--- src/rtl/core/dbq_pkg.sv ---
// ----------------------------------------------------------------------------
// dbq_pkg
// Shared constants and types for the bounded double-ended queue.
// ----------------------------------------------------------------------------
package dbq_pkg;

   // queue depth, one cell per entry
   localparam int CAPACITY = 16;

   localparam int CMD_W    = 3;
   localparam int VALUE_W  = 32;
   localparam int STATUS_W = 2;

   // command codes
   localparam logic [CMD_W-1:0] CMD_PUSH_BACK  = 3'd0;
   localparam logic [CMD_W-1:0] CMD_PUSH_FRONT = 3'd1;
   localparam logic [CMD_W-1:0] CMD_POP_BACK   = 3'd2;
   localparam logic [CMD_W-1:0] CMD_POP_FRONT  = 3'd3;
   localparam logic [CMD_W-1:0] CMD_FIND       = 3'd4;
   localparam logic [CMD_W-1:0] CMD_PURGE      = 3'd5;

   // status codes
   localparam logic [STATUS_W-1:0] ST_OK    = 2'd0;
   localparam logic [STATUS_W-1:0] ST_FULL  = 2'd1;
   localparam logic [STATUS_W-1:0] ST_EMPTY = 2'd2;

   // contents of one cell as seen by its neighbors
   typedef struct packed {
      logic               valid;
      logic [VALUE_W-1:0] data;
   } cell_link_type;

   // shift and update strobes, already qualified by full and empty
   typedef struct packed {
      logic push_back;
      logic push_front;
      logic pop_back;
      logic pop_front;
      logic purge;
   } cell_ctl_type;

endpackage

--- src/rtl/core/bounded_double_ended_queue.sv ---
// ----------------------------------------------------------------------------
// bounded_double_ended_queue
// Bounded deque of signed 32-bit values built as a chain of shifting cells.
// ----------------------------------------------------------------------------
// Usage:
//   Commands enter on the req_ stream (command and value in req_tdata) and
//   each gives exactly one result on the rsp_ stream (popped data, found,
//   is_empty and status in rsp_tdata).
//   Every command completes in the cycle it is accepted: all cells shift
//   together and compare against the value together, so one item per cycle
//   is sustained while the receiver takes results, and the registered result
//   shows on rsp_tvalid in the cycle after the item is accepted.
//   The result sits in an output register; req_tready stays high while that
//   register is empty or being drained, so a new item may be taken in the
//   same cycle the previous result is taken.
//   When the receiver stalls, the result holds and req_tready drops until
//   it is taken; the queue contents do not change meanwhile.
//   Reset empties the queue (all valid bits cleared) and drops rsp_tvalid.
//   A push when full reports status full, a pop when empty reports status
//   empty; neither changes the contents.
// ----------------------------------------------------------------------------
module bounded_double_ended_queue import dbq_pkg::*; (
   input  logic        clock,
   input  logic        reset,
   input  logic        req_tvalid,
   output logic        req_tready,
   input  logic [39:0] req_tdata,   // command[2:0], value[34:3], zero[39:35]
   output logic        rsp_tvalid,
   input  logic        rsp_tready,
   output logic [39:0] rsp_tdata    // data[31:0], found[32], is_empty[33],
                                    // status[35:34], zero[39:36]
);

   logic               accept;
   logic [CMD_W-1:0]   command;
   logic [VALUE_W-1:0] value;
   logic               full, empty;
   logic               push_ok;
   cell_ctl_type       ctl;

   cell_link_type      cell_out  [CAPACITY];
   logic [VALUE_W-1:0] cell_tail [CAPACITY];
   logic [CAPACITY-1:0] cell_match;
   logic [CAPACITY-1:0] cell_valid;

   logic [VALUE_W-1:0]  tail_data;
   logic [VALUE_W-1:0]  data_res;
   logic                found_res, empty_res;
   logic [STATUS_W-1:0] status_res;

   logic                rsp_valid_ff, rsp_valid_in;
   logic [VALUE_W-1:0]  rsp_data_ff, rsp_data_in;
   logic                rsp_found_ff, rsp_found_in;
   logic                rsp_empty_ff, rsp_empty_in;
   logic [STATUS_W-1:0] rsp_status_ff, rsp_status_in;

   // input handshake and field unpacking
   assign req_tready = !rsp_valid_ff || rsp_tready;
   assign accept     = req_tvalid && req_tready;
   assign command    = req_tdata[2:0];
   assign value      = req_tdata[34:3];

   // fill level from the valid thermometer
   assign empty = !cell_valid[0];
   assign full  = cell_valid[CAPACITY-1];

   // command decode, qualified by fill level
   always_comb begin
      ctl.push_back  = (command == CMD_PUSH_BACK)  && !full;
      ctl.push_front = (command == CMD_PUSH_FRONT) && !full;
      ctl.pop_back   = (command == CMD_POP_BACK)   && !empty;
      ctl.pop_front  = (command == CMD_POP_FRONT)  && !empty;
      ctl.purge      = (command == CMD_PURGE);
   end
   assign push_ok = ctl.push_back || ctl.push_front;

   // chain of cells
   for (genvar i = 0; i < CAPACITY; i++) begin : g_cell
      cell_link_type left_link, right_link;

      if (i == 0) begin : g_head
         assign left_link.valid = 1'b1;
         assign left_link.data  = value;
      end else begin : g_mid_left
         assign left_link = cell_out[i-1];
      end

      if (i == CAPACITY-1) begin : g_tail
         assign right_link.valid = 1'b0;
         assign right_link.data  = '0;
      end else begin : g_mid_right
         assign right_link = cell_out[i+1];
      end

      dbq_cell u_cell (
         .clock     (clock),
         .reset     (reset),
         .accept    (accept),
         .ctl       (ctl),
         .value     (value),
         .left      (left_link),
         .right     (right_link),
         .link      (cell_out[i]),
         .tail_data (cell_tail[i]),
         .match     (cell_match[i])
      );

      assign cell_valid[i] = cell_out[i].valid;
   end

   // back entry: only the last valid cell drives its tap
   always_comb begin
      tail_data = '0;
      for (int i = 0; i < CAPACITY; i++) begin
         tail_data = tail_data | cell_tail[i];
      end
   end

   // result fields
   always_comb begin
      data_res   = '0;
      found_res  = 1'b0;
      status_res = ST_OK;
      unique case (command)
         CMD_PUSH_BACK, CMD_PUSH_FRONT: begin
            if (full) status_res = ST_FULL;
         end
         CMD_POP_BACK: begin
            if (empty) status_res = ST_EMPTY;
            else       data_res   = tail_data;
         end
         CMD_POP_FRONT: begin
            if (empty) status_res = ST_EMPTY;
            else       data_res   = cell_out[0].data;
         end
         CMD_FIND: begin
            found_res = |cell_match;
         end
         default: begin
         end
      endcase
   end

   // empty after this command
   assign empty_res = ctl.purge
                   || ((ctl.pop_back || ctl.pop_front) && !cell_valid[1])
                   || (empty && !push_ok);

   // output register
   always_comb begin
      rsp_valid_in  = rsp_valid_ff;
      rsp_data_in   = rsp_data_ff;
      rsp_found_in  = rsp_found_ff;
      rsp_empty_in  = rsp_empty_ff;
      rsp_status_in = rsp_status_ff;
      if (rsp_tready) rsp_valid_in = 1'b0;
      if (accept) begin
         rsp_valid_in  = 1'b1;
         rsp_data_in   = data_res;
         rsp_found_in  = found_res;
         rsp_empty_in  = empty_res;
         rsp_status_in = status_res;
      end
   end

   always_ff @(posedge clock) begin
      if (reset) begin
         rsp_valid_ff <= 1'b0;
      end else begin
         rsp_valid_ff <= rsp_valid_in;
      end
   end

   always_ff @(posedge clock) begin
      rsp_data_ff   <= rsp_data_in;
      rsp_found_ff  <= rsp_found_in;
      rsp_empty_ff  <= rsp_empty_in;
      rsp_status_ff <= rsp_status_in;
   end

   assign rsp_tvalid = rsp_valid_ff;
   assign rsp_tdata  = {4'b0000, rsp_status_ff, rsp_empty_ff, rsp_found_ff, rsp_data_ff};

   // valid cells always form an unbroken run from the front
   a_thermometer: assert property (@(posedge clock) disable iff (reset)
      ((cell_valid >> 1) & ~cell_valid) == '0)
      else $error("valid cells not contiguous from the front");

   // a front push lands the value in the head cell
   a_push_front: assert property (@(posedge clock) disable iff (reset)
      accept && ctl.push_front |=> cell_valid[0] && cell_out[0].data == $past(value))
      else $error("front push did not land in head cell");

   // purge leaves no valid cell
   a_purge: assert property (@(posedge clock) disable iff (reset)
      accept && ctl.purge |=> cell_valid == '0)
      else $error("purge left valid cells");

   // reported empty flag matches the cells after the command
   a_empty_flag: assert property (@(posedge clock) disable iff (reset)
      accept |=> rsp_empty_ff == !cell_valid[0])
      else $error("empty flag disagrees with cell contents");

endmodule

--- src/rtl/core/dbq_cell.sv ---
// ----------------------------------------------------------------------------
// dbq_cell
// One storage cell of the queue chain: holds an entry and its valid bit,
// shifts toward either neighbor and compares against the search value.
// ----------------------------------------------------------------------------
module dbq_cell import dbq_pkg::*; (
   input  logic               clock,
   input  logic               reset,
   input  logic               accept,
   input  cell_ctl_type       ctl,
   input  logic [VALUE_W-1:0] value,
   input  cell_link_type      left,     // cell toward the front
   input  cell_link_type      right,    // cell toward the back
   output cell_link_type      link,
   output logic [VALUE_W-1:0] tail_data,
   output logic               match
);

   logic               valid_ff, valid_in;
   logic [VALUE_W-1:0] data_ff, data_in;

   // next cell contents
   always_comb begin
      valid_in = valid_ff;
      data_in  = data_ff;
      if (accept) begin
         priority if (ctl.purge) begin
            valid_in = 1'b0;
         end else if (ctl.push_back) begin
            if (!valid_ff && left.valid) begin
               valid_in = 1'b1;
               data_in  = value;
            end
         end else if (ctl.push_front) begin
            valid_in = left.valid;
            data_in  = left.data;
         end else if (ctl.pop_front) begin
            valid_in = right.valid;
            data_in  = right.data;
         end else if (ctl.pop_back) begin
            if (valid_ff && !right.valid) begin
               valid_in = 1'b0;
            end
         end
      end
   end

   // valid bit under reset, entry data without
   always_ff @(posedge clock) begin
      if (reset) begin
         valid_ff <= 1'b0;
      end else begin
         valid_ff <= valid_in;
      end
   end

   always_ff @(posedge clock) begin
      data_ff <= data_in;
   end

   // neighbor view, tail tap and search compare
   assign link.valid = valid_ff;
   assign link.data  = data_ff;
   assign tail_data  = (valid_ff && !right.valid) ? data_ff : '0;
   assign match      = valid_ff && (data_ff == value);

endmodule

--- config.mk ---
export PLATFORM = sky130hd
export DESIGN_NAME = bounded_double_ended_queue
export DESIGN_NICKNAME = d
export VERILOG_FILES = /design/src/rtl/core/dbq_pkg.sv /design/src/rtl/core/bounded_double_ended_queue.sv /design/src/rtl/core/dbq_cell.sv
export SDC_FILE = /design/constraint.sdc
export NUM_CORES = 1
export LEC_CHECK = 0
export BUFFER_PORTS_ARGS = -buffer_cell sky130_fd_sc_hd__buf_2
export CELL_PAD_IN_SITES_DETAIL_PLACEMENT = 2
export CELL_PAD_IN_SITES_GLOBAL_PLACEMENT = 2
export CORE_MARGIN = 4
export CORE_UTILIZATION = 44
export CTS_BUF_LIST = sky130_fd_sc_hd__clkbuf_8
export DETAILED_ROUTE_END_ITERATION = 8
export HOLD_SLACK_MARGIN = 0.15
export PLACE_DENSITY_LB_ADDON = 0.05
export SLEW_MARGIN = 25
export SYNTH_ARGS = -nofsm -noshare
export SYNTH_HDL_FRONTEND = slang
export SYNTH_SLANG_ARGS = --single-unit
--- constraint.sdc ---
create_clock -name clock -period 10.6 [get_ports clock]
set_clock_uncertainty 0.1 [all_clocks]
set_input_delay 0.53 -clock clock [delete_from_list [all_inputs] [get_ports clock]]
set_output_delay 0.53 -clock clock [all_outputs]
set_load 0.05 [all_outputs]
**After elaboration in Yosys (flattened, before gate mapping)**

Index checks and enable logic that the tools add are counted.

- Register bits after elaboration: 565
- Logic and storage cells: 418

- Equality and inequality tests: 52
- Multiplexer cells: 198
- Bitwise gates (word level): 16
- Reduce and logical (&&, ||, !) cells: 115

Operators with widths:

| operator | count |
|---|---|
| two-way mux 32 bit | 82 |
| == test 32 bit | 16 |
| OR 32 bit | 15 |
| AND reduction 4 bit | 30 |
| two-way mux 1 bit | 113 |
| nonzero test 5 bit | 16 |
| case mux 32 bit (2 select lines) | 1 |
| != test 3 x 2 -> 1 bit (second input constant) | 15 |
| logical AND 1 bit | 38 |
| != test 2 x 1 -> 1 bit (second input constant) | 15 |
| logical NOT 1 bit | 18 |
| OR reduction 16 bit | 1 |
| == test 3 x 2 -> 1 bit (second input constant) | 2 |
| == test 3 bit (second input constant) | 2 |
| AND reduction 3 bit | 2 |
| logical OR 1 bit | 5 |
| case mux 2 bit (2 select lines) | 1 |
| OR reduction 2 bit | 2 |
| == test 3 x 1 -> 1 bit (second input constant) | 1 |
| logical NOT 3 bit | 1 |
| nonzero test 3 bit | 1 |
| two-way mux 2 bit | 1 |
| != test 2 bit (second input constant) | 1 |
| nonzero test 2 bit | 1 |
| NOT 1 bit | 1 |

**Longest topological paths before layout**

- Depth after elaboration: 20
- Depth in mapped cells: 8
- Depth with buffers taken out: 6

**Cells and area by module**

From an unflattened synthesis, not the netlist that was laid out.

- Cell total of the unflattened synthesis: 3997
- Area, all modules: 39684.3 µm²

Modules (own cells, without submodules):

| module | instances | cells an instance | area each (µm²) |
|---|---|---|---|
| dbq_cell | 16 | 233 | 2313.5 |
| bounded_double_ended_queue | 1 | 269 | 2668.8 |

**Least setup slack after synthesis**

Ideal clock, no wire load.

- Kind: in2reg
- From: input port rsp_tready
- To: register g_cell[0].u_cell.data_ff[0], enable pin
- Library setup time: 0.432 ns
- Arrival time: 4.033 ns
- Data required time: 10.068 ns
- Setup slack: 6.035 ns
- Stages: 5
- Buffers on the path: 0
- Cells stage by stage: nand2b_1 > nand2_1 > inv_1 > o21ai_1 > a21oi_1

- Word-level cells in the longest chain between the ends: 3

RTL lines:

| element | RTL line | RTL |
|---|---|---|
| start: declaration | bounded_double_ended_queue.sv:29 | `input logic rsp_tready,` |
| logical OR 1 bit | bounded_double_ended_queue.sv:58 | `assign req_tready = !rsp_valid_ff \|\| rsp_tready;` |
| logical AND 1 bit | bounded_double_ended_queue.sv:59 | `assign accept = req_tvalid && req_tready;` |
| via accept | bounded_double_ended_queue.sv:34 | `logic accept;` |
| AND reduction 4 bit (no line) | -- |  |
| end signal: assignment | dbq_cell.sv:58 | `data_ff <= data_in;` |
| end: declaration | dbq_cell.sv:20 | `logic [VALUE_W-1:0] data_ff, data_in;` |

The timed path passes the listed nets, and every way through them passes these cells.
A chain may end at the register's enable or synchronous reset.

**Worst setup path in the final report**

- From: register g_cell[0].u_cell.valid_ff
- To: register g_cell[9].u_cell.data_ff[27], enable pin

- Word-level cells in the longest chain between the ends: 3

RTL lines:

| element | RTL line | RTL |
|---|---|---|
| start: declaration | dbq_cell.sv:19 | `logic valid_ff, valid_in;` |
| start signal: assignment | dbq_cell.sv:53 | `valid_ff <= valid_in;` |
| logical AND 1 bit | bounded_double_ended_queue.sv:72 | `ctl.pop_front = (command == CMD_POP_FRONT) && !empty;` |
| nonzero test 3 bit (no line) | -- |  |
| AND reduction 4 bit (no line) | -- |  |
| end signal: assignment | dbq_cell.sv:58 |  |
| end: declaration | dbq_cell.sv:20 |  |

Every way passes these cells.

==> out/metrics.cfg <==
[layout]
layout.area.seq_um2 = 16800
final_util_pct = 48.7
relative_area_change_from_synthesis_to_final_layout_pct = 8.84
nFillCells = 8256
drive_gt1_share_pct = 9.58
design.final.nets = 3673
multi_input_comb_area_um2 = 16700

[placement]
globalplace.congestion = 1.05
dp.final_hpwl_mm = 128
port_buffers = 76
pre_cts_ws_ps = 6000

[synthesis]
yosys.area.top_type_share_pct = 47.2
postSynth.asyncResetShare_pct = 0
synth.yosys.seq_area_share_pct = 48.2
post-synth-top-area-cell = sky130_fd_sc_hd__edfxtp_1
postSynthRegisterBits = 565
syn_area_um2 = 34900
post_synth_and_or_nand_nor_area_fraction_pct = 12.6
synth-edff-count = 548
synth.mux.area_fraction_pct = 0
synth_top_family_by_area = compound AO/OA/AOI/OAI gates
synth_cells = 3724
synth.lib_cells_used.distinct = 45
xor_xnor_share_of_the_synthesized_area_pct = 12.9
netlist_top_cells_area = sky130_fd_sc_hd__edfxtp_1, sky130_fd_sc_hd__xor2_1, sky130_fd_sc_hd__a21oi_1
post_synth_fa_ha_maj_area_fraction_pct = 0
synth_area_per_cell_um2 = 9.36
ys_warn_count = 0
synth-main-ff-cell = sky130_fd_sc_hd__edfxtp_1
share_of_the_synthesized_area_in_compound_gates_ao_oa_aoi_oai_pct = 21.3

[power]
power.sequential.fraction_pct = 46.6
power_frac_clock_pct = 36.8
powerDensity_nw_per_um2 = 150
power_report.internal_total_w = 0.00381
max_rail_drop_vdd_mv = 0.114
switching_fraction_pct = 33.1
comb_power_share_pct = 16.6
power_leakage_nw = 13.6
power_switching_w = 0.00188
post-layout-total-power_w = 0.00569

[timing]
period_share_pct = 40.4
worst_slew_pin_slew_ps = 1340
hold_violations = 0
setup_viol = 0
fmax_mhz = 233
min_period_ps = 4290
final.setup.worst_slack_ps = 6310
final_max_slew_viol_count = 0
rsz_0062_raised_after_global_routing = false
hold_ws_ps = 278
worst_slew_margin_rel_pct = 10.9
timing.setup.tns_ps = 0

[floorplanning]
io_pins = 86
chipWidth_um = 289
dieHeight_um = 289
initial_core_utilization_pct = 44.7
dieArea_um2 = 83800
core_um2 = 78000
placementRows = 102

[drt]
routed_wire_length_per_instance_um = 40.6
detail_route.wirelength_mm = 193
number_of_drc_markers_in_iteration_0 = 5514
antenna_violating_nets_post_route = 0
via_count = 33600
detail_route.drc_violations = 0
vias_per_cell = 7.05
drt_first_pass_iters = 6

[critical_path]
worst_ep_required_time_ps = 10870
cp-end-kind = flip-flop
cp_max_fo = 48
timing.setup.critical_path_class = reg -> reg
crit_path_start_kind = flip-flop
worstPathArrival_ps = 4560

[run_status]
status = finished clean

[clock_tree]
post_cts.resized_instances = 0
ctsHtreeMaxLevel = 3
cts_num_sinks = 565
insertion_delay_ps = 760
clock_tree.buffer_depth = 3
cts.hold.buffers_added = 6
tritoncts = yes
clkSlewWorstSetupHoldPaths_ps = 50
cts.repair_timing.setup_buffer_count = 0
cts_buffers = 107
clockRootBuffer = sky130_fd_sc_hd__clkbuf_8

[global_routing]
grt_antenna_before_repair = 13
first_pass_grt_wire_length_mm = 266
grt_pass1_vias = 33800
grt_start_max_net_pins = 239
grt_usage_pct = 45.1
grt.overflow.total = 0

[flow_run]
drv.max_cap_violation_count = 0

[min_path]
hold_path.class = in -> reg

routing by layer:
metal | GRT usage, % | up-vias | wire [um]
li1 | - | 13400 | -
met1 | 58.1 | 17100 | 71600
met2 | 66.1 | 2324 | 81100
met3 | 12.5 | 761 | 23600
met4 | 30.6 | 16 | 16900
met5 | 0 | - | 106
stage by stage:
step	cells	instance area (um2)
after floorplan	3727	34900
after global placement	4551	35700
after detailed placement	4554	35800
after CTS	4756	37800
after global routing	4760	37900
final	4762	37900
cell type report:
type,instances,area share (%)
antenna,6,0.0396
clock buffer,110,3.99
clock inverter,86,1.21
inverter,42,0.415
multi-input combinational,2766,44.0
sequential,565,44.3
tap,1040,3.43
timing repair buffer,147,2.65
worst max-delay path: stages, from the launching register on:
cell,delay (ps)
sky130_fd_sc_hd__dfxtp_1,670
sky130_fd_sc_hd__and4b_2,300
sky130_fd_sc_hd__buf_4,790
sky130_fd_sc_hd__o21ai_4,310
sky130_fd_sc_hd__buf_8,260
sky130_fd_sc_hd__nor2_4,800
sky130_fd_sc_hd__buf_4,650
cell families after synthesis:
kind of cell              after synthesis
other                                   1
buffers and inverters                 396
and+or+nand+nor                       975
xor gates and xnor gates              512
AOI/OAI and AO/OA                    1275
DFF                                   565
power by group through the flow:
stage / clock, W / combinational, W / sequential, W
floorplan: 0 / 0.000496 / 0.00267
global placement: 0 / 0.000847 / 0.00269
detailed placement: 0 / 0.000888 / 0.00269
CTS: 0.00210 / 0.000898 / 0.00265
global route: 0.00219 / 0.000968 / 0.00265
finish: 0.00209 / 0.000945 / 0.00265
cell usage in the layout (no fill, tap or decap), types with 39 or more instances in the layout:
cell and instances:
sky130_fd_sc_hd__clkbuf_8 110, sky130_fd_sc_hd__nand2_1 613, sky130_fd_sc_hd__inv_1 87, sky130_fd_sc_hd__a21oi_1 490, sky130_fd_sc_hd__a22o_1 55, sky130_fd_sc_hd__o21ai_0 471, sky130_fd_sc_hd__a221oi_1 53, sky130_fd_sc_hd__nand4_1 62
sky130_fd_sc_hd__nand3_1 39, sky130_fd_sc_hd__nor4_1 112, sky130_fd_sc_hd__edfxtp_1 548, sky130_fd_sc_hd__buf_2 75, sky130_fd_sc_hd__xor2_1 495, sky130_fd_sc_hd__a22oi_1 168, sky130_fd_sc_hd__buf_4 58
flip-flops by register name (all words and copies together), names as in the netlist:
register / count
g_cell.u_cell.data_ff: 512
rsp_data_ff: 32
g_cell.u_cell.valid_ff: 16
rsp_status_ff: 2
rsp_empty_ff: 1
rsp_found_ff: 1
rsp_tvalid: 1
Yosys cell counts, drive strengths merged, types with 42 or more instances:
cell,count
nor2b,45
o21ai,472
buf,188
nor4,116
nand4,62
nand2,614
clkbuf,166
a21oi,492
a22o,55
inv,42
edfxtp,548
a221oi,54
a22oi,168
xor2,496
worst paths after layout:
path / from / endpoint / slack, ps / cells past startpoint
worst max-delay path: g_cell[0].u_cell.valid_ff$_SDFFE_PP0P_ / g_cell[9].u_cell.data_ff[27]$_DFFE_PP_ / 6310 / 6
worst min-delay path: req_tdata[24] / g_cell[0].u_cell.data_ff[21]$_DFFE_PP_ / 280 / 3
worst max register to register: g_cell[0].u_cell.valid_ff$_SDFFE_PP0P_ / g_cell[9].u_cell.data_ff[27]$_DFFE_PP_ / 6310 / 6
worst min register to register: g_cell[8].u_cell.valid_ff$_SDFFE_PP0P_ / g_cell[8].u_cell.valid_ff$_SDFFE_PP0P_ / 530 / 2
No activity file was read; power rests on OpenSTA's default activity.
